File: src/obs_pkg.sv
// Shared types and constants for the overlap box suppression block.
// Used by obs_cell, obs_scale and the overlap_box_suppression top level.
// No dependencies.
`default_nettype none

package obs_pkg;

	localparam int WORD_W       = 24;
	localparam int SCALE_W      = 16;
	localparam int ROW_LEN      = 20;
	localparam int POS_W        = 5;
	localparam int DEF_MAX_ROWS = 128;

	// Word positions inside one row.
	localparam int CORNER_CNT = 8;
	localparam int LOGIT_POS  = 8;
	localparam int COLOR_POS  = 9;
	localparam int COLOR_LAST = 12;
	localparam int TAG_POS    = 13;
	localparam int TAG_LAST   = 19;

	localparam int CIDX_W    = 3;
	localparam int COLOR_W   = 2;
	localparam int TAG_W     = 3;
	localparam int CFG_IDX_W = 2;

	localparam int FRAC_SHIFT = 12;
	localparam logic [SCALE_W-1:0] SCALE_RST = 16'd4096;

	// Result packing, lowest bits first.
	localparam int LOGIT_LSB = CORNER_CNT * WORD_W;
	localparam int COLOR_LSB = LOGIT_LSB + WORD_W;
	localparam int TAG_LSB   = COLOR_LSB + COLOR_W;
	localparam int OUT_BITS  = TAG_LSB + TAG_W;
	localparam int OUT_W     = ((OUT_BITS + 7) / 8) * 8;

	typedef logic signed [WORD_W-1:0] word_t;

	typedef struct packed {
		word_t lo_x;
		word_t lo_y;
		word_t hi_x;
		word_t hi_y;
	} rect_t;

	// Candidate box travelling down the cell chain.
	typedef struct packed {
		logic  active;
		logic  hit;
		rect_t rect;
	} link_t;

	typedef enum logic [CFG_IDX_W-1:0] {
		REG_SCALE_X    = 2'd0,
		REG_SCALE_Y    = 2'd1,
		REG_KEEP_LOGIT = 2'd2
	} cfg_reg_t;

endpackage

`default_nettype wire

File: src/obs_scale.sv
// Two-stage corner scaler: multiply by a Q4.12 ratio, round half up,
// shift and saturate to 24 bits. Depends on obs_pkg.
`default_nettype none

module obs_scale (
	input  logic                         clk,
	input  logic                         arst_n,
	input  logic                         issue,
	input  obs_pkg::word_t               coord,
	input  logic [obs_pkg::SCALE_W-1:0]  scale,
	input  logic [obs_pkg::CIDX_W-1:0]   idx_in,
	output logic                         res_valid,
	output logic [obs_pkg::CIDX_W-1:0]   res_idx,
	output obs_pkg::word_t               res
);
	import obs_pkg::*;

	localparam int PROD_W = WORD_W + SCALE_W + 1;
	localparam int Q_W    = PROD_W - FRAC_SHIFT;
	localparam logic signed [PROD_W-1:0] ROUND  = PROD_W'(1) << (FRAC_SHIFT - 1);
	localparam logic signed [Q_W-1:0]    Q_MAX  = Q_W'((2 ** (WORD_W - 1)) - 1);
	localparam logic signed [Q_W-1:0]    Q_MIN  = Q_W'(-(2 ** (WORD_W - 1)));
	localparam logic signed [WORD_W-1:0] W_MAX  = WORD_W'((2 ** (WORD_W - 1)) - 1);
	localparam logic signed [WORD_W-1:0] W_MIN  = WORD_W'(-(2 ** (WORD_W - 1)));

	logic signed [PROD_W-1:0] prod_s1;
	logic                     valid_s1;
	logic [CIDX_W-1:0]        idx_s1;
	logic signed [PROD_W-1:0] rnd;
	logic signed [Q_W-1:0]    q;
	word_t                    sat;
	word_t                    res_s2;
	logic                     valid_s2;
	logic [CIDX_W-1:0]        idx_s2;

	always_comb begin
		rnd = prod_s1 + ROUND;
		q   = rnd[PROD_W-1:FRAC_SHIFT];
		if (q > Q_MAX) begin
			sat = W_MAX;
		end else if (q < Q_MIN) begin
			sat = W_MIN;
		end else begin
			sat = q[WORD_W-1:0];
		end
	end

	always_ff @(posedge clk or negedge arst_n) begin
		if (!arst_n) begin
			valid_s1 <= 1'b0;
			valid_s2 <= 1'b0;
		end else begin
			valid_s1 <= issue;
			valid_s2 <= valid_s1;
		end
	end

	always_ff @(posedge clk) begin
		prod_s1 <= $signed(coord) * $signed({1'b0, scale});
		idx_s1  <= idx_in;
		res_s2  <= sat;
		idx_s2  <= idx_s1;
	end

	assign res_valid = valid_s2;
	assign res_idx   = idx_s2;
	assign res       = res_s2;

endmodule

`default_nettype wire

File: config.mk
export PLATFORM = sky130hd
export DESIGN_NAME = obs_scale
export DESIGN_NICKNAME = d
export VERILOG_FILES = /design/src/obs_pkg.sv /design/src/obs_scale.sv
export SDC_FILE = /design/constraint.sdc
export NUM_CORES = 1
export LEC_CHECK = 0
export BUFFER_PORTS_ARGS = -buffer_cell sky130_fd_sc_hd__buf_2
export CELL_PAD_IN_SITES_DETAIL_PLACEMENT = 0
export CELL_PAD_IN_SITES_GLOBAL_PLACEMENT = 1
export CORE_MARGIN = 2
export CORE_UTILIZATION = 55
export CTS_CLUSTER_DIAMETER = 100
export DETAILED_ROUTE_END_ITERATION = 7
export PLACE_DENSITY = 0.95
export SYNTH_ARGS = -nofsm -noshare
export SYNTH_HDL_FRONTEND = slang
export SYNTH_SLANG_ARGS = --single-unit
export TNS_END_PERCENT = 1
File: constraint.sdc
create_clock -name clk -period 3.7 [get_ports clk]
set_input_delay 0.555 -clock clk [delete_from_list [all_inputs] [get_ports clk]]
set_output_delay 0.555 -clock clk [all_outputs]
set_load 0.01 [all_outputs]
Word-level counts from Yosys, hierarchy flattened

Index checks and enable logic that the tools add are counted.

Add/sub/neg operators: 1
Multiply operators: 1
Div/mod/pow operators: 0
$lt $le $gt $ge: 2
Equality and inequality tests: 0
Shift-type cells: 0
Muxes and demuxes: 1
Bitwise gates (word level): 0
Reduce and logical (&&, ||, !) cells: 0

Operators with widths:

| cell                                                                               | count |
|---|---|
| 41-bit by 13-bit adder with 41-bit output (second input constant)                  | 1 |
| 24-bit by 17-bit multiplier with 41-bit output                                     | 1 |
| 29-bit by 24-bit greater-than comparator with 1-bit output (second input constant) | 1 |
| 29-bit by 24-bit < comparator with 1-bit output (second input constant)            | 1 |
| 24-bit 2-to-1 mux                                                                  | 1 |

Flip-flop bits (word level): 73
Latch bits: 0
RAM bits: 0
ROM bits: 0
Input port bits: 46
Output and inout port bits: 28
Logic and storage cells: 11
Memories: 0

Depth between registers and ports, before layout

Gate-level depths: netlist of the first run.

Depth in word-level cells: 3
Gate-level depth with buffers: 24
Gate-level depth less buffers: 22

Least setup slack after synthesis of the first run

No wires, ideal clock.

Kind: input to register
From: input port coord[23]
To: register prod_s1[39]
Setup time: 0.095 ns
Data arrival time: 6.368 ns
Required time: 3.605 ns
Setup slack: -2.763 ns
Stages on the path: 20
Path buffers: 2
Cells stage by stage: clkbuf_1 -> and2_1 -> fa_1 -> fa_1 -> inv_1 -> fa_1 -> fa_1 -> fa_1 -> fa_1 -> inv_1 -> ha_1 -> clkbuf_1 -> and4_1 -> and3_1 -> and2_1 -> nand4_1 -> o21ai_0 -> a41o_1 -> or4_1 -> o311ai_1

Word-level cells in the longest chain between the ends: 1

RTL lines:

| item                                           | RTL line        | RTL |
|---|---|---|
| start: declaration                             | obs_scale.sv:9  | `input obs_pkg::word_t coord,` |
| 24-bit by 17-bit multiplier with 41-bit output | obs_scale.sv:59 | `prod_s1 <= $signed(coord) * $signed({1'b0, scale});` |
| end signal: assignment                         | obs_scale.sv:59 |  |
| end: declaration                               | obs_scale.sv:26 | `logic signed [PROD_W-1:0] prod_s1;` |

Every way passes these cells.
A chain may end at the register's enable or synchronous reset.

Worst setup path after layout of the first run

From: input port coord[8]
To: register prod_s1[36]

Same word-level chain as after synthesis.

==> impl_results.md, run 1 <==
- Layout cells sized above 1: 22.3%
- Reg2reg start: prod_s1[11]
- Critical path's largest stage delay: 580 ps
- Maximum clock rate: 173 MHz
- DRT Pass-1 Iters: 6
- Post-synthesis register bit count: 62
- RSZ-0062 raised after global routing: yes
- Status: finished, violations left
- WL/cell: 16.8 um
- Worst-path fanout max: 7
- Syn_nets: 2272
- First-pass GRT wire length: 67.4 mm
- R2R Setup Slk: 920 ps
- Slowest cell on crit path: fa_2
- Vias per cell: 5.20
- Insertion delay to the later sink of the worst-skew pair: 320 ps
- Total Die Area: 30400 um2
- Crit path required time: 3930 ps
- WP data arrival: 6020 ps
- Crit path time final: 5790 ps
- Final Util: 68.0%
- DR vias: 12426
- Total Wirelength: 40.1 mm
- Critical path depth in cells: 22
- Final setup skew: 7.60 ps
- Final setup violation count: 30
- Final worst setup slack: -2090 ps
- Die X-Extent: 174 um
- Cell area after placement: 18200 um2
- Post-Syn Instances: 1751
- Max clock buf depth: 2
- Setup crit end: prod_s1[36]
- Cell area after layout: 19500 um2
- R2r endpoint: res[1]
- Rel. slew slack: 36.8%
- Post-synth cell types: 71
- Post-DRT Antenna Nets: 0
- YS warnings: 0
- Initial Utilization: 55.8%
- DRT iter0 DRCs: 662
- Total negative slack: -53690 ps
- CTS sink count: 62
- Gr usage total: 28.1%
- Layout area overhead: 21.9%
- Cell family with most CP delay: adder cells
- IO Pins: 74
- Post-synthesis sequential area ratio: 7.84%
- DRC: 0
- Failing checks: negative setup slack
- Initial antenna violation count: 0
- GP Congestion: 0.911
- Root Buffer: clkbuf_16
- Critical path origin: coord[8]
- R2R cell count: 9
- Cell Area, Synth: 16000 um2
- Die height: 174 um
- CTS Buf Count: 9
- Ant. Diodes: 0
- Worst-Margin Slew: 939 ps
- Final Max Tran Viols: 0
- Share of flip-flops with an asynchronous set or reset: 3.23%
- Nets@finish: 2521
- Vias in the first global route: 14305
- Grt total ovfl: 0
- CORE AREA: 28600 um2
- Syn_area_per_cell: 9.12 um2
- Std-Cell Rows: 62
- Worst Path Class, Setup: in2reg
- MaxCap Viol Count: 0
- Worst Path Buf+Inv: 7
- Largest net degree at the start of global routing: 24
- Final period utilization: 156%
- H-Tree Depth: 3
- CTS tree: yes
- Worst min-delay path class: reg2reg
- PortBufs: 73
- Half-perimeter wire length after placement: 33.5 mm
- Hold Fails Final Rpt: 0
- Crit path cell chain: buf_12, buf_6, and2_4, fa_1, inv_2, fa_1, inv_2, fa_2, fa_2, fa_1, inv_2, fa_1, inv_2, ha_4, nand4_1, buf_4, a21oi_2, a31oi_2, a31o_4, o21ai_4, nor4_2, a211oi_1
- Post-synth EDFFs: 0
- Synth Flop Type: dfxtp_1
- Clk slew on worst S/H paths: 50 ps
- Pre-CTS setup slack: -2660 ps
- Kind of end point of the critical path: register
- Startpoint types: input pin
[cell type report]
| type | instances | area [um2] |
|---|---|---|
| clock buffer | 12 | 256 |
| fill | 2153 | 9160 |
| inverter | 470 | 1760 |
| clock inverter | 3 | 67.6 |
| multi-input combinational | 1153 | 13100 |
| timing repair buffer | 304 | 2560 |
| tap | 384 | 480 |
| sequential | 62 | 1250 |
[per-stage QoR]
step,std cells,hold WS [ps]
2_1_floorplan,1751,259
3_5_place_dp,2353,319
3_3_place_gp,2353,310
5_1_grt,2388,322
4_1_cts,2377,323
6_report,2388,331
[registers in the layout, indices dropped and copies added (netlist names)]
| name | count |
|---|---|
| prod_s1 | 30 |
| res | 24 |
| idx_s1 | 3 |
| res_idx | 3 |
| res_valid | 1 |
| valid_s1 | 1 |
[cell usage in the layout (no fill, tap or decap), types with 8 or more instances in the layout]
| cell type | instances |
|---|---|
| a21o_1 | 12 |
| a21oi_1 | 21 |
| and2_1 | 146 |
| and2_4 | 10 |
| buf_12 | 15 |
| buf_2 | 42 |
| buf_4 | 203 |
| buf_6 | 29 |
| clkbuf_16 | 11 |
| dfxtp_1 | 60 |
| fa_1 | 360 |
| fa_2 | 15 |
| ha_1 | 84 |
| ha_4 | 15 |
| inv_1 | 457 |
| inv_2 | 13 |
| nand2_1 | 250 |
| nand3_1 | 17 |
| nand4_1 | 8 |
| nor2_1 | 20 |
| o21ai_1 | 8 |
| o21ai_2 | 24 |
| xnor2_1 | 39 |
| xor2_1 | 22 |
[worst min-delay path by stage]
stage | start | endpoint | slack [ps] | depth (start not counted)
2_1_floorplan | arst_n | res_valid | 260 | 0
3_3_place_gp | idx_s1[0] | res_idx[0] | 310 | 0
3_5_place_dp | idx_s1[0] | res_idx[0] | 320 | 0
4_1_cts | idx_in[0] | idx_s1[0] | 320 | 1
5_1_grt | idx_in[2] | idx_s1[2] | 320 | 1
6_report | idx_s1[1] | res_idx[1] | 330 | 0
[cell families (layout without fill, tap and decap cells)]
family                   after synthesis  in the layout  share of synthesized area [%]
buffers and inverters                536            789                           12.9
flip-flops                            62             62                           7.84
AND/OR/NAND/NOR                      496            496                           15.4
XOR/XNOR                              61             61                           3.35
AO/OA/AOI/OAI                        119            119                           5.49
adder cells (fa/ha/maj)              475            475                           54.9
multiplexers                           2              2                          0.133
[layer usage]
| layer | up-vias | GRT usage [%] | routed length (um) |
|---|---|---|---|
| li1 | 5591 | - | - |
| met1 | 6277 | 30.4 | 14300 |
| met2 | 394 | 53.0 | 21600 |
| met3 | 164 | 3.96 | 1820 |
| met4 | 0 | 14.1 | 2390 |
| met5 | - | 0 | 0 |
[cell usage after synthesis, types with 22 or more instances]
cell / instances / area [um2]
inv_1: 470 / 1760
fa_1: 375 / 7510
nand2_1: 253 / 950
and2_1: 156 / 976
ha_1: 100 / 1250
clkbuf_1: 61 / 229
dfxtp_1: 60 / 1200
xnor2_1: 39 / 342
a21oi_1: 27 / 135
nor2_1: 23 / 86.3
o21ai_2: 22 / 193
xor2_1: 22 / 193
[timing repair]
item                                   in CTS  in global routing
resized for setup                          87                 95
hold buffers                                1                  0
setup endpoints to repair                  30                 30
gates cloned                                0                  2
buffers inserted                            8                  9
endpoints found under the hold margin       2                  0
pin swaps                                  53                 51
Power of run 1 is left out: the tool's default activity adds up to more than one toggle a clock period on the data nets, which glitch-free logic cannot reach.
==> inputs of run 2 (changes only) <==
Settings changed: ABC_AREA set to 1, CORE_UTILIZATION 55 to 52.
==> run 2 against run 1 <==
The flow still finishes with violations (negative setup slack). First-iteration DRC count up 37%. Global-route usage shrank 0.30 points. Maximum frequency is 8.9% higher. Final cell count rose by 25%. Hold slack lost 8.2 ps. Via count up 19%. Die area is 13% higher. Design area increased by 12%. Flip-flop and latch count is the same. Clock skew rose by 1.1 ps. Critical path depth is 3 higher. Largest cell class unchanged.
==> impl_results.md, run 2 <==
- Die height: 186 um (+6.4%)
- Post-synthesis sequential area ratio: 7.30% (-0.53 points)
- CTS sink count: 62 (unchanged)
- R2r endpoint: res[6]
- H-Tree Depth: 3 (unchanged)
- YS warnings: 0 (unchanged)
- Post-synth EDFFs: 0 (unchanged)
- Hold Fails Final Rpt: 0 (unchanged)
- CORE AREA: 32500 um2 (+13%)
- IO Pins: 74 (unchanged)
- Critical path's largest stage delay: 570 ps (about the same)
- Total Die Area: 34400 um2 (+13%)
- Cell Area, Synth: 17100 um2 (+7.3%)
- DRT Pass-1 Iters: 5 (-1)
- DR vias: 14802 (+19%)
- Clk slew on worst S/H paths: 50 ps (about the same)
- Final setup violation count: 30 (unchanged)
- Worst Path Buf+Inv: 8 (+1)
- Final setup skew: 8.74 ps (+1.13 ps)
- GP Congestion: 0.942 (+3.4%)
- Maximum clock rate: 188 MHz (+8.9%)
- Worst-path fanout max: 7 (unchanged)
- Vias per cell: 4.94 (-5.0%)
- Failing checks: negative setup slack
- Final period utilization: 144% (-13 points)
- Synth top area share: 43.8% (-3.2 points)
- Root Buffer: clkbuf_16
- Worst-Margin Slew: 860 ps (-79.0 ps)
- Synth Flop Type: dfxtp_1
- Gr usage total: 27.8% (-0.30 points)
- DRC: 0 (unchanged)
- WL/cell: 15.1 um (-10%)
- R2R cell count: 10 (+1)
- Post-synth cell types: 32 (-55%)
- WHS Endpoint: res_idx[0]
- Syn_area_per_cell: 7.49 um2 (-18%)
- Critical path origin: coord[5]
- Kind of end point of the critical path: register
- Vias in the first global route: 16077 (+12%)
- Nets@finish: 3069 (+22%)
- CTS tree: yes
- Crit path time final: 5310 ps (-472 ps)
- Commonest non-fill, non-tap cell in the layout: inv_1
- PortBufs: 73 (unchanged)
- Most frequent cells in the layout: inv_1, nand2_1, fa_1
- Worst min-delay path class: reg2reg
- Pre-CTS setup slack: -2220 ps (+444 ps)
- Grt total ovfl: 0 (unchanged)
- Synth area leader: fa_1
- Initial antenna violation count: 0 (unchanged)
- First-pass GRT wire length: 75.5 mm (+12%)
- Hold depth: 0 (unchanged)
- Layout cells sized above 1: 23.3% (+1.1 points)
- Max clock buf depth: 2 (unchanged)
- Post-synthesis register bit count: 62 (unchanged)
- Half-perimeter wire length after placement: 37.7 mm (+12%)
- Layout area overhead: 26.8%
- RSZ-0062 raised after global routing: yes
- R2R Setup Slk: 1130 ps (+210 ps)
- Initial Utilization: 52.8% (-3.0 points)
- Crit path required time: 3960 ps (+30 ps)
- Most numerous cell in the Yosys netlist: inv_1
- Post-DRT Antenna Nets: 0 (unchanged)
- Final Max Tran Viols: 0 (unchanged)
- WP data arrival: 5570 ps (-450 ps)
- Syn_nets: 2807 (+24%)
- Std-Cell Rows: 66 (+6.5%)
- Post-Syn Instances: 2286 (+31%)
- Total Wirelength: 45.3 mm (+13%)
- Most frequent CP cell: fa_1
- Slowest cell on crit path: fa_1
- Synth area leaders: fa_1, inv_1, nand2_1
- Ant. Diodes: 0 (unchanged)
- Hold_sp: idx_s1[0]
- Max reg flops: 30 (unchanged)
- Cell family with most CP delay: adder cells
- Reg with most FFs: prod_s1
- DRT iter0 DRCs: 909 (+37%)
- Reg2reg start: prod_s1[11]
- Final worst setup slack: -1610 ps (+472 ps)
- Largest net degree at the start of global routing: 24 (unchanged)
- Total negative slack: -43980 ps (+9710 ps)
- Rel. slew slack: 42.7% (+5.8 points)
- Insertion delay to the later sink of the worst-skew pair: 330 ps (about the same)
- Status: finished, violations left
- Worst Path Class, Setup: in2reg
- Share of flip-flops with an asynchronous set or reset: 3.23% (unchanged)
- Post-synth top cells: inv_1, nand2_1, fa_1, nor2_1, ha_1
- Die X-Extent: 186 um (+6.4%)
- CTS Buf Count: 9 (unchanged)
- Startpoint types: input pin
- MaxCap Viol Count: 0 (unchanged)
-- run 2: cell count changes in the layout (fill, tap and decap cells not counted), sizes merged, moves of 15 or more --
cell	previous run	this run
o21ai	38	23
nor2	23	110
nand2	253	658
buf	295	330
nand3	20	43
xnor2	39	17
inv	470	700
and2	156	1
-- run 2: worst max-delay path by stage --
stage                  end  cells past startpoint
4_1_cts        prod_s1[36]                     24
3_3_place_gp   prod_s1[37]                     24
3_5_place_dp   prod_s1[37]                     20
2_1_floorplan  prod_s1[39]                     23
5_1_grt        prod_s1[30]                     25
6_report       prod_s1[30]                     25
-- run 2: logic make-up after synthesis --
| family | count (synthesis) | share of synthesized area (%) |
|---|---|---|
| and+or+nand+nor | 840 | 19.3 |
| buffers and inverters | 782 | 17.3 |
| adders and majority gates | 475 | 51.1 |
| AOI/OAI and AO/OA | 82 | 2.70 |
| DFF | 62 | 7.30 |
| xor gates and xnor gates | 45 | 2.30 |
-- run 2: routing by layer --
metal / part of all wire, % / GRT usage [%]
met5: 0 / 0
met4: 2.9 / 8.63
met3: 5.0 / 3.64
met2: 52 / 51.4
met1: 40 / 33.4
-- run 2: layout make-up --
cell class	count	area, um2
Clock buffer	12	236
Multi-Input combinational cell	1442	14200
Tap cell	442	553
Sequential cell	62	1250
Timing Repair Buffer	333	2790
Inverter	700	2640
Fill cell	2642	10700
Clock inverter	4	95.1
-- run 2: through the flow --
stage          hold slack, ps  utilization [%]  area (um2)  instances
2_1_floorplan             259                -       17700       2286
3_3_place_gp              310             61.3       19900       2941
3_5_place_dp              314             61.3       19900       2941
4_1_cts                  3.58             65.3       21200       2984
5_1_grt                   318             66.9       21700       2995
6_report                  323             66.9       21700       2995
-- run 2: repair_timing --
action,CTS,global route
gates resized for setup,182,122
endpoints found under the hold margin,0,2
buffers inserted,24,10
setup endpoints to repair,30,30
pin swaps,94,75
gates cloned,3,0
hold buffers,0,1
Power of run 2 is left out for the same reason.
==> inputs of run 3 (changes only) <==
Settings changed: CELL_PAD_IN_SITES_DETAIL_PLACEMENT 0 to unset, CELL_PAD_IN_SITES_GLOBAL_PLACEMENT 1 to unset, CORE_UTILIZATION 52 to 55, PLACE_DENSITY 0.95 to 0.78.
==> run 3 against run 2 <==
The flow still finishes with violations (negative setup slack). Final cell count is 2.0% lower. Global-route usage is 2.7 points higher. Count of clock-buffer cells in the layout is 3 lower. Non-clock buffer count is 14 lower. Via count grew 1.7%. Critical path depth decreased by 1. Largest cell class unchanged.
==> impl_results.md, run 3 (same netlist as run 2, synthesis figures left out) <==
- Status: finished, violations left
- Failing checks: negative setup slack
- Most frequent CP cell: inv_1
- CTS Buf Count: 9 (unchanged)
- CORE AREA: 30700 um2 (-5.5%)
- GP Congestion: 0.950 (+0.84%)
- Clk slew on worst S/H paths: 60 ps (about the same)
- Startpoint types: input pin
- Vias in the first global route: 16802 (+4.5%)
- Layout area overhead: 24.1%
- Total Die Area: 32600 um2 (-5.3%)
- Max reg flops: 30 (unchanged)
- Hold_sp: idx_in[2]
- Commonest non-fill, non-tap cell in the layout: inv_1
- Cell family with most CP delay: adder cells
- Worst-path fanout max: 7 (unchanged)
- Die X-Extent: 180 um (-2.7%)
- Worst Path Class, Setup: in2reg
- Final hold slack: 324 ps (+0.849 ps)
- Most frequent cells in the layout: inv_1, nand2_1, fa_1
- Crit path required time: 3930 ps (-30 ps)
- Initial Utilization: 55.9% (+3.1 points)
- R2R Setup Slk: 1090 ps (-40 ps)
- Critical path origin: coord[5]
- DRT iter0 DRCs: 959 (+5.5%)
- Worst min-delay path class: in2reg
- DR vias: 15049 (+1.7%)
- Critical path's largest stage delay: 570 ps (about the same)
- Vias per cell: 5.13 (+3.7%)
- Nets@finish: 3055 (-0.46%)
- Final setup violation count: 30 (unchanged)
- Final Max Tran Viols: 0 (unchanged)
- Kind of end point of the critical path: register
- Layout cells sized above 1: 21.6% (-1.7 points)
- Ant. Diodes: 0 (unchanged)
- CTS sink count: 62 (unchanged)
- DRT Pass-1 Iters: 5 (unchanged)
- RSZ-0062 raised after global routing: yes
- Crit path time final: 5270 ps (-49.1 ps)
- First-pass GRT wire length: 80.1 mm (+6.1%)
- Maximum clock rate: 190 MHz (+0.93%)
- Initial antenna violation count: 0 (unchanged)
- Pre-CTS setup slack: -2220 ps (-2.90 ps)
- MaxCap Viol Count: 0 (unchanged)
- Final period utilization: 142% (-1.3 points)
- Final cell count without fillers: 2935 (-2.0%)
- Rel. slew slack: 39.9% (-2.8 points)
- Half-perimeter wire length after placement: 39.2 mm (+4.0%)
- Hold Fails Final Rpt: 0 (unchanged)
- Std-Cell Rows: 64 (-3.0%)
- Grt total ovfl: 0 (unchanged)
- CTS tree: yes
- Inst Count DP: 2893 (-1.6%)
- Max clock buf depth: 2 (unchanged)
- WP data arrival: 5490 ps (-80 ps)
- Root Buffer: clkbuf_16
- Insertion delay to the later sink of the worst-skew pair: 340 ps (about the same)
- WL/cell: 15.9 um (+5.0%)
- Die height: 180 um (-2.7%)
- Final worst setup slack: -1570 ps (+49.1 ps)
- Worst Path Buf+Inv: 9 (+1)
- DRC: 0 (unchanged)
- Total Wirelength: 46.6 mm (+2.9%)
- Final setup skew: 17.0 ps (+8.24 ps)
- H-Tree Depth: 3 (unchanged)
- Largest net degree at the start of global routing: 24 (unchanged)
- Worst-Margin Slew: 902 ps (+42.2 ps)
- Reg2reg start: prod_s1[11]
- PortBufs: 73 (unchanged)
- IO Pins: 74 (unchanged)
- Gr usage total: 30.4% (+2.7 points)
- Crit path cell chain: buf_4, buf_4, buf_4, nand2_1, inv_1, fa_1, inv_1, fa_2, fa_2, inv_1, fa_1, fa_1, inv_1, fa_1, inv_1, ha_4, nand2_2, nor2_2, nand2_1, buf_4, nor3_4, nand4_1, nand4_1, nand2_1
- Slowest cell on crit path: fa_1
- Post-DRT Antenna Nets: 0 (unchanged)
- Reg with most FFs: prod_s1
-- run 3: cell types whose count changed in the layout (fill, tap and decap cells not counted), moves of 6 or more --
| cell | delta |
|---|---|
| buf_4 | -15 |
| nor2_4 | -7 |
| nand2_2 | -10 |
| a21oi_1 | +6 |
| nand2_1 | +14 |
-- run 3: layer usage --
layer	routed length [um]	global-route usage (%)	vias to the layer above	part of all wire (%)
li1	-	-	6878	-
met1	17300	36.1	7340	37
met2	24100	55.5	642	52
met3	2940	3.35	189	6.3
met4	2280	13.8	0	4.9
met5	0	0	-	0
-- run 3: layout make-up --
class	count	area (um2)
Tap cell	396	495
Sequential cell	62	1250
Inverter	700	2640
Clock buffer	9	225
Timing Repair Buffer	319	2620
Fill cell	2276	9410
Multi-Input combinational cell	1442	13900
Clock inverter	7	100
-- run 3: through the flow --
stage / cell area, um2 / utilization (%) / setup TNS, ps
4_1_cts: 21100 / 69.0 / -42380
6_report: 21300 / 69.3 / -43660
3_5_place_dp: 19800 / 64.7 / -60010
5_1_grt: 21300 / 69.3 / -49230
2_1_floorplan: 17700 / - / -44720
3_3_place_gp: 19800 / 64.7 / -57840
-- run 3: what timing repair did --
| action | 4_1_cts | 5_1_grt |
|---|---|---|
| pin swaps | 119 | 28 |
| gates cloned | 2 | 0 |
| hold buffers | 1 | 0 |
| gates resized for setup | 208 | 30 |
| buffers inserted | 23 | 0 |
| endpoints found under the setup margin | 30 | 30 |
| endpoints found under the hold margin | 2 | 0 |
-- run 3: final timing paths --
check	endpoint	depth (start not counted)
worst min register to register	res_idx[0]	0
worst max-delay path	prod_s1[37]	24
worst max register to register	res[9]	10
min in group asynchronous	res_valid	2
max in group asynchronous	valid_s1	2
worst min-delay path	idx_s1[2]	1
Power of run 3 is left out for the same reason.
