<file path="config.mk">
export PLATFORM = sky130hd
export DESIGN_NAME = obs_cell
export DESIGN_NICKNAME = d
export VERILOG_FILES = /design/src/obs_pkg.sv /design/src/obs_cell.sv
export SDC_FILE = /design/constraint.sdc
export NUM_CORES = 1
export LEC_CHECK = 0
export BUFFER_PORTS_ARGS = -buffer_cell sky130_fd_sc_hd__buf_2
export CORE_ASPECT_RATIO = 1.5
export CORE_MARGIN = 3
export CORE_UTILIZATION = 44
export DETAILED_ROUTE_END_ITERATION = 12
export PLACE_DENSITY_LB_ADDON = 0.15
export SLEW_MARGIN = 20
export SYNTH_ARGS = -nofsm -noshare
export SYNTH_HDL_FRONTEND = slang
export SYNTH_SLANG_ARGS = --single-unit
export TNS_END_PERCENT = 30
</file>
<file path="constraint.sdc">
create_clock -name clk -period 7.5 [get_ports clk]
set_input_delay 1.125 -clock clk [delete_from_list [all_inputs] [get_ports clk]]
set_output_delay 1.125 -clock clk [all_outputs]
set_load 0.05 [all_outputs]
</file>
<file path="src/obs_pkg.sv">
// Shared types and constants for the overlap box suppression block.
// Used by obs_cell, obs_scale and the overlap_box_suppression top level.
// No dependencies.
`default_nettype none

package obs_pkg;

	localparam int WORD_W       = 24;
	localparam int SCALE_W      = 16;
	localparam int ROW_LEN      = 20;
	localparam int POS_W        = 5;
	localparam int DEF_MAX_ROWS = 128;

	// Word positions inside one row.
	localparam int CORNER_CNT = 8;
	localparam int LOGIT_POS  = 8;
	localparam int COLOR_POS  = 9;
	localparam int COLOR_LAST = 12;
	localparam int TAG_POS    = 13;
	localparam int TAG_LAST   = 19;

	localparam int CIDX_W    = 3;
	localparam int COLOR_W   = 2;
	localparam int TAG_W     = 3;
	localparam int CFG_IDX_W = 2;

	localparam int FRAC_SHIFT = 12;
	localparam logic [SCALE_W-1:0] SCALE_RST = 16'd4096;

	// Result packing, lowest bits first.
	localparam int LOGIT_LSB = CORNER_CNT * WORD_W;
	localparam int COLOR_LSB = LOGIT_LSB + WORD_W;
	localparam int TAG_LSB   = COLOR_LSB + COLOR_W;
	localparam int OUT_BITS  = TAG_LSB + TAG_W;
	localparam int OUT_W     = ((OUT_BITS + 7) / 8) * 8;

	typedef logic signed [WORD_W-1:0] word_t;

	typedef struct packed {
		word_t lo_x;
		word_t lo_y;
		word_t hi_x;
		word_t hi_y;
	} rect_t;

	// Candidate box travelling down the cell chain.
	typedef struct packed {
		logic  active;
		logic  hit;
		rect_t rect;
	} link_t;

	typedef enum logic [CFG_IDX_W-1:0] {
		REG_SCALE_X    = 2'd0,
		REG_SCALE_Y    = 2'd1,
		REG_KEEP_LOGIT = 2'd2
	} cfg_reg_t;

endpackage

`default_nettype wire

</file>
<file path="src/obs_cell.sv">
// One cell of the kept-box chain: holds one kept rectangle and tests the
// passing candidate against it. Depends on obs_pkg.
`default_nettype none

module obs_cell (
	input  logic           clk,
	input  logic           arst_n,
	input  logic           clear,
	input  obs_pkg::link_t link_in,
	output obs_pkg::link_t link_out
);
	import obs_pkg::*;

	logic  valid_q;
	rect_t box_q;
	logic  act_q;
	logic  hit_q;
	rect_t rect_q;
	logic  meet;
	logic  store;

	// Strictly positive overlap on both axes: every high edge lies above every low edge.
	always_comb begin
		meet = ($signed(link_in.rect.hi_x) > $signed(box_q.lo_x)) &&
		       ($signed(box_q.hi_x) > $signed(link_in.rect.lo_x)) &&
		       ($signed(link_in.rect.hi_x) > $signed(link_in.rect.lo_x)) &&
		       ($signed(box_q.hi_x) > $signed(box_q.lo_x)) &&
		       ($signed(link_in.rect.hi_y) > $signed(box_q.lo_y)) &&
		       ($signed(box_q.hi_y) > $signed(link_in.rect.lo_y)) &&
		       ($signed(link_in.rect.hi_y) > $signed(link_in.rect.lo_y)) &&
		       ($signed(box_q.hi_y) > $signed(box_q.lo_y));
	end

	// Cells fill in order, so the first empty cell a clean candidate meets is its slot.
	assign store = link_in.active && !valid_q && !link_in.hit;

	always_ff @(posedge clk or negedge arst_n) begin
		if (!arst_n) begin
			valid_q <= 1'b0;
			act_q   <= 1'b0;
			hit_q   <= 1'b0;
		end else begin
			if (clear) begin
				valid_q <= 1'b0;
			end else if (store) begin
				valid_q <= 1'b1;
			end
			act_q <= link_in.active && valid_q;
			hit_q <= link_in.hit || (valid_q && meet);
		end
	end

	always_ff @(posedge clk) begin
		if (store) begin
			box_q <= link_in.rect;
		end
		rect_q <= link_in.rect;
	end

	assign link_out = '{active: act_q, hit: hit_q, rect: rect_q};

endmodule

`default_nettype wire

</file>
-- Word level (Yosys, flattened, before mapping)
Index checks and enable logic that the tools add are counted.
- word-level logic and storage cells: 36
- register bits: 195
- output and inout port bits: 98
- $lt $le $gt $ge: 8
- muxes and demuxes: 2
- reduce and logical (&&, ||, !) cells: 15
- operators with widths (cell ; number):
    24-bit > comparator ; 8
    1-bit logical AND ; 11
    1-bit logical NOT ; 2
    1-bit two-way mux ; 2
    2-bit nonzero test ; 1
    1-bit logical OR ; 1

-- Logic depth before layout (Yosys ltp)
Gate-level depths: netlist of the first run.
- depth after elaboration: 10
- mapped depth: 10
- mapped depth without buffers: 10

-- Worst setup path after synthesis of the first run
OpenSTA, ideal clock, no wires.
- path kind: input-to-reg
- from: input port link_in[96] in the netlist's numbering
- to: register box_q[0] in the netlist's numbering, enable pin
- buffers on the path: 0
- slack: -1.243 ns
- data required time: 6.813 ns
- stages: 1
- arrival: 8.056 ns
- library setup time: 0.687 ns
- cell sequence: nor3b_1
- longest elaborated chain between the ends: 2
- ends and longest elaborated chain (item ; RTL line ; RTL):
    start: declaration ; obs_cell.sv:9 ; input obs_pkg::link_t link_in,
    1-bit logical NOT ; obs_cell.sv:35 ; assign store = link_in.active && !valid_q && !link_in.hit;
    1-bit logical AND ; obs_cell.sv:35 ;
    end signal: assignment ; obs_cell.sv:55 ; box_q <= link_in.rect;
    end: declaration ; obs_cell.sv:15 ; rect_t box_q;
Every way passes these cells.
A chain may end at the register's enable or synchronous reset.

-- Worst setup path after layout of the first run
- from: input port link_in[43] in the netlist's numbering
- to: register hit_q
- longest elaborated chain between the ends: 10
- elaborated cells between the ends (all ways): 11
- ends and longest elaborated chain (item ; RTL line ; RTL):
    24-bit > comparator ; obs_cell.sv:24 ; meet = ($signed(link_in.rect.hi_x) > $signed(box_q.lo_x)) &&
    1-bit logical AND ; obs_cell.sv:24 ;
    1-bit logical AND * ; obs_cell.sv:25 ; ($signed(box_q.hi_x) > $signed(link_in.rect.lo_x)) &&
    1-bit logical AND * ; obs_cell.sv:26 ; ($signed(link_in.rect.hi_x) > $signed(link_in.rect.lo_x)) &&
    1-bit logical AND * ; obs_cell.sv:27 ; ($signed(box_q.hi_x) > $signed(box_q.lo_x)) &&
    1-bit logical AND * ; obs_cell.sv:28 ; ($signed(link_in.rect.hi_y) > $signed(box_q.lo_y)) &&
    1-bit logical AND * ; obs_cell.sv:29 ; ($signed(box_q.hi_y) > $signed(link_in.rect.lo_y)) &&
    1-bit logical AND * ; obs_cell.sv:30 ; ($signed(link_in.rect.hi_y) > $signed(link_in.rect.lo_y)) &&
    1-bit logical AND * ; obs_cell.sv:49 ; hit_q <= link_in.hit || (valid_q && meet);
    1-bit logical OR * ; obs_cell.sv:49 ;
    end signal: assignment ; obs_cell.sv:49 ;
    end: declaration ; obs_cell.sv:17 ; logic hit_q;
Mark *: on every way between the ends. The rest lies on a longest branch, timed or not.

==> results.md, run 1 <==
* Most used DFF post-synth: edfxtp_1
* CTS tree: built
* RSZ-0062 raised after global routing: no
* Setup Buffers After CTS at 0
* P_leak at 0.00559 uW
* Main area contributors after synthesis: edfxtp_1 30%, ha_1 25%, dfxtp_1 20%
* Maxcap violations at 0
* Post-Synth Simple-Gate Area at 0.0810
* Register area at just under 5000 sq um
* Max clock buf depth at 2
* Worst EP required at 7.85 ns
* Grt peak-use layer: met2
* CP Buf/Inv Count at 1
* Crit path DAT at 3.58 ns
* Drt drc at 0
* Crit Path Max Fanout at 4
* Synth top area share at 0.304
* Hold buffers post-CTS at 0
* Met2 GRT Util at 0.365
* Synthesis Warnings at 0
* Layout Utilization at 0.542
* I/O Pins at 199
* Ys async rst share at 0.0154
* Mux share of post-synthesis cell area at 0.00316
* Die W at ~130 microns
* Top delay family on crit path: simple AND/OR/NAND/NOR gates
* Total power at about 2600 uW
* Pins Over Slew Limit at 0
* #FFs+latches synth at 195
* Total Nets Final at 1301
* Avg Vias per Cell at 5.15
* Root Driver: clkbuf_16
* Kind of critical path: primary input to flop
* Dpl hpwl at 18.0 mm
* Syn_area_per_cell at 12.0 sq um
* Total GRT Usage at 0.192
* Final worst path period share at 0.430
* XOR/XNOR share of the synthesized area at 0.00185
* Routed WL at 22.3 mm
* CP cell instances: buf_2 > ha_1 > nand4_1 > nor4_1 > o21ai_1 > o311ai_1 > xor2_1 > or4b_4 > o41ai_2
* Setup TNS at 0 ns
* Yosys cell types at 44
* VDD IR max at roughly 0.00016 V
* Total number of vias at between 6000 and 7000
* Relative slew slack at 0.494
* Seq/Total Area, Yosys at 0.514
* GR Layer Usage met1 at 0.205
* Largest net degree at the start of global routing at 58
* Worst setup margin at 4.28 ns
* Design area at 11500 sq um
* Core Box Area at 21100 sq um
* Worst hold path type: primary input to async pin
* Post-CTS resize count at 0
* Fin. Hold Viols at 0
* Adder-Cell Fraction of Synth Area at 0.253
* H-tree depth at 4
* Multi-input logic area at 4230 sq um
* Vias in the first global route at around 6800
* Share of layout cells above drive strength 1 at 0.238
* Synth Net Count at 1084
* Synth-to-layout area growth at 20.7%
* First-pass GRT wire length at around 34 mm
* Die H at 186 microns
* Std-Cell Rows at 65
* Netlist Area Pre-Place at 9490 sq um
* Complex-gate fraction of the synthesized area at 0.105
* Post-synth top area cell: edfxtp_1
* Clock latency on the worst-skew pair at 0.45 ns
* Post-synth EDFFs at 96
* Initial antenna violation count at 1
* CTS buffer count at 17
* Total global routing overflow at 0
* Setup WS pre-CTS at 3.81 ns
* DR pass1 iterations at 4
* Port bufs at 198
* CP Launch Type: primary input
* RD Place Congestion at 0.857
* Layout fillers at 1955
* Post-DRT Antenna Nets at 0
* 1st-iter DRT viols at 325
* Fin Clk Skew at 0.00790 ns
* # diodes at 0
* Crit path capture type: flop
* Reg clk slew, reported paths at 0.07 ns
* # setup viols final at 0
* Status: completed
* Fmax at just over 0.3 GHz
* Worst path slowest cell: or4b_4
* Crit-path max cell delay at ~0.56 ns
* Die ar. at between 20000 and 25000 sq um
* Pwr dens at 225 nW/um^2
* Largest family of logic cells by synthesized area: adder cells
* Wirelength per Cell at approximately 17 microns
* Worst-Margin Slew at 0.759 ns
* Total clock sinks at ~200
* Met3 Track Usage GR at 0.0416
* Syn Inst Count at a little under 800
* Fin crit period at 3.22 ns
* Cell Area, Placed at between 10000 and 15000 sq um
* Starting Density at 0.449
[cells in the final DEF (no fill, tap or decap), types with 14 or more instances in the layout]
| master | count |
|---|---|
| a21o_1 | 34 |
| inv_1 | 101 |
| buf_2 | 198 |
| edfxtp_1 | 96 |
| ha_1 | 192 |
| nand3_1 | 14 |
| o21ai_0 | 14 |
| nand4_1 | 43 |
| a21oi_1 | 77 |
| dfxtp_1 | 96 |
| clkbuf_16 | 17 |
| nand2_1 | 24 |
[metrics by stage]
stage               std cells  hold WS, ns
global placement         1257        0.580
CTS                      1289        0.442
floorplan                 791        0.510
finish                   1289        0.465
detailed placement       1257        0.587
global route             1289        0.442
[kinds of logic after synthesis]
family,count (synthesis)
DFF,195
and+or+nand+nor,134
AOI/OAI and AO/OA,162
adders and majority gates,192
xor gates and xnor gates,2
muxes,3
buffers and inverters,103
[per-layer routing]
layer,vias to the layer above,share of wire
met3,37,0.043
met1,3083,0.39
li1,3361,-
met4,0,0.027
met5,-,0
met2,160,0.54
[synth_stat cells, types with 2 or more instances]
master      n
a31oi_1     2
a21oi_1    77
buf_4       2
a21o_1     34
o31ai_1     3
o21ai_0    14
nand4_1    43
a211oi_1    3
dfxtp_1    96
nor4_1      5
nor3_1     10
dfrtp_1     3
inv_1     101
nor2_1     12
or3_1       2
nand3_1    14
mux2i_1     3
nor2b_1    10
a21boi_0    3
nand2b_1    5
o21a_1      2
o211ai_1    8
ha_1      192
nand2_1    24
edfxtp_1   96
a22oi_1     3
o21ai_1     5
nand4_2     3
[worst register-to-register path: stages (launching register included)]
cell      delay [ns]
edfxtp_1        0.43
ha_1            0.32
nand4_1         0.19
nor4_1          0.63
o31ai_1         0.22
nand3_1         0.16
mux2i_1         0.14
or4b_1          0.56
o41ai_2         0.20
[sequential cells by signal (all words and copies together), names as in the netlist]
name and cells:
act_q 1, link_out 96, hit_q 1, box_q 96, valid_q 1
[report_power, final]
group | leakage, uW | switching (uW) | internal [uW]
sequential | 0.00174 | 16.2 | 1170
combinational | 0.00353 | 273 | 133
clock | 0.000311 | 415 | 567
[area by class of cell]
cell class / instances / share of cell area
sequential: 195 / 0.426
multi-input combinational: 493 / 0.369
timing repair buffer: 200 / 0.0878
clock buffer: 19 / 0.0387
inverter: 101 / 0.0331
tap: 268 / 0.0293
clock inverter: 13 / 0.0158
[worst paths after layout]
path | from | to | slack, ns | cells past startpoint
max | link_in[43] | hit_q | 4.28 | 9
min | arst_n | valid_q | 0.46 | 1
max reg2reg | box_q[46] | hit_q | 4.56 | 8
min reg2reg | valid_q | valid_q | 0.60 | 2
max in group asynchronous | arst_n | hit_q | 6.92 | 1
min in group clk | valid_q | valid_q | 0.60 | 2
Power figures use the tool's default switching activity.
==> inputs of run 2 (changes only) <==
Settings changed: ABC_AREA set to 1.
Clock period 7.5 ns to 2.7 ns, I/O delays scaled along.
==> results.md, run 2 <==
* Worst hold path type: primary input to flop (was primary input to async pin)
* Dpl hpwl at 18.3 mm (was 18.0 mm)
* Synthesis Warnings at 0 (unchanged)
* Post-synth EDFFs at 96 (unchanged)
* Wl on met1 at 8.58 mm (was 8.60 mm)
* Netlist Area Pre-Place at 9990 sq um (was 9490 sq um)
* CP Launch Type: flop (was primary input)
* Total number of vias at 7327 (was 6641)
* Worst path slowest cell: edfxtp_1 (was or4b_4)
* Fmax at between 0.5 and 0.6 GHz
* Crit path DAT at 2.31 ns (was 3.58 ns)
* Post-DRT Antenna Nets at 0 (unchanged)
* #FFs+latches synth at 195 (unchanged)
* Complex-gate fraction of the synthesized area at 0.0613 (was 0.105)
* XOR/XNOR share of the synthesized area at 0 (was 0.00185)
* Std-Cell Rows at 66 (was 65)
* 1st-iter DRT viols at 300 (was 325)
* Final worst path period share at 0.734
* Ys async rst share at 0.0154 (unchanged)
* Core Box Area at 22000 sq um (was 21100 sq um)
* Largest family of logic cells by synthesized area: adder cells (unchanged)
* Fin Clk Skew at 0.00955 ns (was 0.00790 ns)
* Worst setup margin at 0.719 ns (was 4.28 ns)
* Crit path capture type: flop (unchanged)
* Routed WL at 22.2 mm (was 22.3 mm)
* Vias in the first global route at 7545 (was 6811)
* R2r worst-path depth at 12 (was 8)
* Fin. Hold Viols at 0 (unchanged)
* Port bufs at 198 (unchanged)
* Seq/Total Area, Yosys at 0.488 (was 0.514)
* Starting Density at 0.453 (was 0.449)
* HP Start: link_in[92]
* Mux share of post-synthesis cell area at 0 (was 0.00316)
* Avg Vias per Cell at 4.80 (was 5.15)
* WL met3 at 923 microns (was 952 microns)
* Maxcap violations at 0 (unchanged)
* Die W at 129 microns (was 126 microns)
* Status: completed (unchanged)
* Hold EP: link_out[92]
* Largest net degree at the start of global routing at 32 (was 58)
* RSZ-0062 raised after global routing: no (unchanged)
* Drt drc at 0 (unchanged)
* Synth cell count leaders: 238 x nand2_1, 192 x ha_1, 162 x inv_1 (was 192 x ha_1, 101 x inv_1, 96 x dfxtp_1, 96 x edfxtp_1, 77 x a21oi_1)
* Total clock sinks at 195 (unchanged)
* Initial antenna violation count at 1 (unchanged)
* Crit Path Max Fanout at 4 (unchanged)
* Clock latency on the worst-skew pair at 0.44 ns (was 0.45 ns)
* I/O Pins at 199 (unchanged)
* Yosys cell types at 24 (was 44)
* Share of layout cells above drive strength 1 at 0.204 (was 0.238)
* Max Used Layer: met5 (was met4)
* Critical R2R Capture: hit_q (unchanged)
* Count leader, synth: nand2_1 (was ha_1)
* Adder-Cell Fraction of Synth Area at 0.240 (was 0.253)
* Worst r2r src: box_q[23] (was box_q[46])
* Hold Path Depth at 1
* Reg2reg setup slack at 0.72 ns (was 4.56 ns)
* Total GRT Usage at 0.187 (was 0.192)
* Leading cell types in the layout, fill and taps excluded: 238 x nand2_1, 198 x buf_2, 192 x ha_1, 162 x inv_1 (was 198 x buf_2, 192 x ha_1, 101 x inv_1, 96 x edfxtp_1, 96 x dfxtp_1)
* Root Driver: clkbuf_16 (unchanged)
* Die H at 191 microns (was 186 microns)
* Total Nets Final at 1533 (was 1301)
* Setup Buffers After CTS at 0 (unchanged)
* DR pass1 iterations at 4 (unchanged)
* Synth Net Count at 1312 (was 1084)
* Most common cell after layout, fill and taps aside: nand2_1 (was buf_2)
* CP cell instances: ha_1 > nand2_1 > nor2_2 > nand2_2 > nor2_1 > nand4_1 > nand3_1 > nor2_1 > nand3_1 > nor2_1 > nand3_1 > nand2_1 (was buf_2 > ha_1 > nand4_1 > nor4_1 > o21ai_1 > o311ai_1 > xor2_1 > or4b_4 > o41ai_2)
* Crit-path max cell delay at 0.42 ns (was 0.56 ns)
* Fin crit period at 1.98 ns
* Total global routing overflow at 0 (unchanged)
* Setup TNS at 0 ns (unchanged)
* Kind of critical path: flop to flop (was primary input to flop)
* Max clock buf depth at 2 (unchanged)
* Setup WS pre-CTS at 0.606 ns (was 3.81 ns)
* H-tree depth at 4 (unchanged)
* # setup viols final at 0 (unchanged)
* Wirelength per Cell at 14.6 microns (was 17.3 microns)
* Met2 WL at 12.3 mm (was 12.1 mm)
* Reg clk slew, reported paths at 0.08 ns (was 0.07 ns)
* Worst-Margin Slew at 0.496 ns (was 0.759 ns)
* CTS tree: built (unchanged)
* Pwr dens at 590 nW/um^2 (was 225 nW/um^2)
* Post-Synth Simple-Gate Area at 0.146 (was 0.0810)
* Syn Inst Count at 1019 (was 791)
* Main area contributors after synthesis: edfxtp_1 29%, ha_1 24%, dfxtp_1 19% (was edfxtp_1 30%, ha_1 25%, dfxtp_1 20%)
* CTS buffer count at 17 (unchanged)
* Post-synth top area cell: edfxtp_1 (unchanged)
* Syn_area_per_cell at 9.81 sq um (was 12.0 sq um)
* Relative slew slack at 0.668 (was 0.494)
* Most used DFF post-synth: edfxtp_1 (unchanged)
* Worst EP required at 3.03 ns (was 7.85 ns)
* Pins Over Slew Limit at 0 (unchanged)
* P_leak at 0.00618 uW (was 0.00559 uW)
* First-pass GRT wire length at 36.0 mm (was 34.4 mm)
* # diodes at 0 (unchanged)
* Die ar. at 24600 sq um (was 23400 sq um)
* VDD IR max at 0.000448 V (was 0.000162 V)
* RD Place Congestion at 0.835 (was 0.857)
* Synth top area share at 0.288 (was 0.304)
* Synth-to-layout area growth at 20.0% (was 20.7%)
## run 2: cell count changes after synthesis, moves of 5 or more
cell      change
nor2_1       +45
nor3_1        -8
o21a_1        +6
nor2_2       +12
nand4_1      -29
nor4_1        -5
o211ai_1      -8
nand2b_1      -5
nand3_1       +7
nand2_1     +214
inv_1        +61
nor2b_1      -10
a21o_1       -24
## run 2: how the worst max path moves through the flow
| stage | end | startpoint | depth (start not counted) |
|---|---|---|---|
| finish | hit_q | box_q[23] | 12 |
| CTS | hit_q | box_q[23] | 12 |
| global placement | hit_q | link_in[95] | 14 |
| floorplan | box_q[0] | link_in[96] | 3 |
| global route | hit_q | box_q[23] | 12 |
| detailed placement | hit_q | link_in[95] | 14 |
## run 2: per-layer routing
layer	vias to the layer above	GRT usage
met4	2	0.0570
met2	153	0.361
li1	3818	-
met3	28	0.0420
met1	3326	0.198
met5	-	0
## run 2: timing repair
item                                    in CTS  in global routing
endpoints found under the setup margin       0                  0
hold endpoints to repair                     3                  0
hold buffers                                 1                  0
gates resized for setup                      0                  0
## run 2: kinds of logic after synthesis
kind of cell | count (synthesis)
compound gates | 112
fa+ha+maj | 192
buf+inv | 168
flops | 195
simple gates | 352
## run 2: worst max-delay path, delay by kind of cell (launching register included)
kind | cells | cell delay, ns
adder cells (fa/ha/maj) | 1 | 0.38
flip-flops | 1 | 0.42
AND/OR/NAND/NOR | 11 | 1.07
## run 2: power by group
group / switching (uW) / internal, uW / total [uW]
sequential: 43.3 / 3260 / 3300
combinational: 804 / 380 / 1180
clock: 1100 / 1490 / 2590
## run 2: per-stage QoR
step / cell area, sq um / power (uW) / utilization / hold WS [ns] / std cells
global placement: 11400 / 4540 / 0.516 / 0.215 / 1492
finish: 12000 / 7080 / 0.544 / 0.0887 / 1525
CTS: 12000 / 7170 / 0.544 / 0.0725 / 1525
detailed placement: 11400 / 4570 / 0.516 / 0.216 / 1492
global route: 12000 / 7430 / 0.544 / 0.0729 / 1525
floorplan: 10000 / 4170 / - / 0.109 / 1019
## run 2: layout make-up
type | count | area (sq um)
multi-input cells | 656 | 4480
repair buffers | 204 | 1060
fillers | 1995 | 10100
clock inverters | 5 | 60.1
flip-flops and latches | 195 | 4880
inverters | 166 | 623
well taps | 272 | 340
clock buffers | 27 | 546
==> inputs of run 3 (changes only) <==
Settings changed: ABC_AREA 1 to 0.
Clock period 2.7 ns to 2 ns, I/O delays scaled along.
==> results.md, run 3 (same netlist as run 1, synthesis figures left out) <==
* Fin crit period at 2.65 ns (was 1.98 ns)
* CP cell instances: inv_1 > buf_4 > ha_1 > nand4_1 > nor4_2 > o21ai_2 > o311ai_2 > xor2_1 > or4b_4 > o41ai_4 (was ha_1 > nand2_1 > nor2_2 > nand2_2 > nor2_1 > nand4_1 > nand3_1 > nor2_1 > nand3_1 > nor2_1 > nand3_1 > nand2_1)
* Fmax at 0.378 GHz (was 0.505 GHz)
* Final non-filler cell total at 1510 (was 1525)
* Avg Vias per Cell at 4.97 (was 4.80)
* Post-DRT Antenna Nets at 0 (unchanged)
* # setup viols final at 1 (was 0)
* Wirelength per Cell at 16.0 microns (was 14.6 microns)
* Crit path DAT at 2.99 ns (was 2.31 ns)
* Initial antenna violation count at 0 (was 1)
* Fin. Hold Viols at 0 (unchanged)
* # diodes at 0 (unchanged)
* Cell Area, Placed at 12100 sq um (was 11400 sq um)
* Total GRT Usage at 0.212 (was 0.187)
* Leading cell types in the layout, fill and taps excluded: 198 x buf_2, 189 x ha_1, 173 x buf_4, 100 x inv_1 (was 238 x nand2_1, 198 x buf_2, 192 x ha_1, 162 x inv_1)
* 1st-iter DRT viols at 238 (was 300)
* Drt drc at 0 (unchanged)
* Worst setup margin at -0.646 ns (was 0.719 ns)
* Worst-Margin Slew at 0.639 ns (was 0.496 ns)
* Final worst path period share at 1.32 (was 0.734)
* Relative slew slack at 0.563 (was 0.668)
* Kind of critical path: flop to flop (unchanged)
* Core Box Area at 21100 sq um (was 22000 sq um)
* Most common cell after layout, fill and taps aside: buf_2 (was nand2_1)
* Worst EP required at 2.35 ns (was 3.03 ns)
* Clock latency on the worst-skew pair at 0.44 ns (about the same)
* Top delay family on crit path: simple AND/OR/NAND/NOR gates (unchanged)
* Setup TNS at -0.646 ns (was 0 ns)
* CTS buffer count at 17 (unchanged)
* Starting Density at 0.449 (was 0.453)
* Worst hold path type: primary input to flop (unchanged)
* Maxcap violations at 0 (unchanged)
* Die ar. at 23400 sq um (was 24600 sq um)
* VDD IR max at 0.000568 V (was 0.000448 V)
* Setup WS pre-CTS at -0.760 ns (was 0.606 ns)
* Routed WL at 24.2 mm (was 22.2 mm)
* Vias in the first global route at 8009 (was 7545)
* H-tree depth at 4 (unchanged)
* Fin Clk Skew at 0.00865 ns (was 0.00955 ns)
* Largest net degree at the start of global routing at 49 (was 32)
* Register area at 4880 sq um (unchanged)
* Status: finished, violations left (was completed)
* Worst path slowest cell: or4b_4 (was edfxtp_1)
* Reg clk slew, reported paths at 0.07 ns (was 0.08 ns)
* Failing checks: setup timing
* Design area at 13400 sq um (was 12000 sq um)
* Multi-input logic area at 4380 sq um (was 4480 sq um)
* Max clock buf depth at 2 (unchanged)
* Pwr dens at 732 nW/um^2 (was 590 nW/um^2)
* Layout fillers at 1802 (was 1995)
* RD Place Congestion at 0.845 (was 0.835)
* Crit Path Max Fanout at 3 (was 4)
* Dpl hpwl at 19.2 mm (was 18.3 mm)
* Total number of vias at 7510 (was 7327)
* Total clock sinks at 195 (unchanged)
* Die W at 126 microns (was 129 microns)
* Total global routing overflow at 0 (unchanged)
* Std-Cell Rows at 65 (was 66)
* Total power at 9800 uW (was 7080 uW)
* Dpl cells at 1427 (was 1492)
* I/O Pins at 199 (unchanged)
* Root Driver: clkbuf_16 (unchanged)
* Total Nets Final at 1522 (was 1533)
* Pins Over Slew Limit at 0 (unchanged)
* P_leak at 0.00663 uW (was 0.00618 uW)
* First-pass GRT wire length at 38.8 mm (was 36.0 mm)
* Die H at 186 microns (was 191 microns)
* Crit path capture type: flop (unchanged)
* RSZ-0062 raised after global routing: yes (was no)
* CP Buf/Inv Count at 2 (was 0)
* CTS tree: built (unchanged)
* Share of layout cells above drive strength 1 at 0.355 (was 0.204)
* CP Launch Type: flop (unchanged)
* DR pass1 iterations at 4 (unchanged)
* Port bufs at 198 (unchanged)
* Synth-to-layout area growth at 41.1% (was 20.0%)
* Crit-path max cell delay at 0.55 ns (was 0.42 ns)
## run 3: cell types whose count changed in the layout (fill, tap and decap cells not counted), moves of 29 or more
cell / previous run / this run
nand4_1: 14 / 43
buf_4: 3 / 173
nand2_1: 238 / 24
inv_1: 162 / 100
nor2_1: 56 / 12
dlygate4sd3_1: 1 / 47
## run 3: final cells by class
class                           instances  share of cell area
Sequential cell                       195               0.364
Clock inverter                          8             0.00449
Multi-Input combinational cell        493               0.327
Clock buffer                           24              0.0407
Inverter                              101              0.0283
Timing Repair Buffer                  421               0.210
Tap cell                              268              0.0250
## run 3: timing repair
| action | in CTS | in global routing |
|---|---|---|
| hold buffers | 47 | 0 |
| resized for setup | 21 | 11 |
| endpoints found under the hold margin | 49 | 0 |
| pin swaps | 20 | 10 |
| buffers inserted | 4 | 1 |
| setup endpoints to repair | 1 | 1 |
## run 3: final timing paths
path | from | endpoint | slack (ns) | cells after the start
setup / recovery | box_q[87] | hit_q | -0.65 | 10
hold / removal | link_in[92] | link_out[92] | 0.02 | 1
setup reg to reg | box_q[87] | hit_q | -0.65 | 10
hold reg to reg | valid_q | valid_q | 0.63 | 3
max in group asynchronous | arst_n | valid_q | 1.67 | 2
min in group asynchronous | arst_n | hit_q | 0.20 | 2
## run 3: power breakdown
part / internal (uW) / switching [uW]
Combinational: 789 / 1120
Clock: 1920 / 1520
Sequential: 4400 / 56.0
## run 3: routing by layer
metal  GRT usage  routed length, microns  vias to the layer above
met5           0                       0                        -
met4      0.0867                     642                        0
met3      0.0388                     921                       38
met2       0.409                   13400                      146
met1       0.224                    9220                     3520
li1            -                       -                     3806
## run 3: stage by stage
| step | util | hold slack (ns) |
|---|---|---|
| 2_1_floorplan | - | 0.00441 |
| 3_3_place_gp | 0.574 | 0.116 |
| 3_5_place_dp | 0.574 | 0.118 |
| 4_1_cts | 0.631 | 0.00174 |
| 5_1_grt | 0.633 | 0.00118 |
| 6_report | 0.633 | 0.0173 |
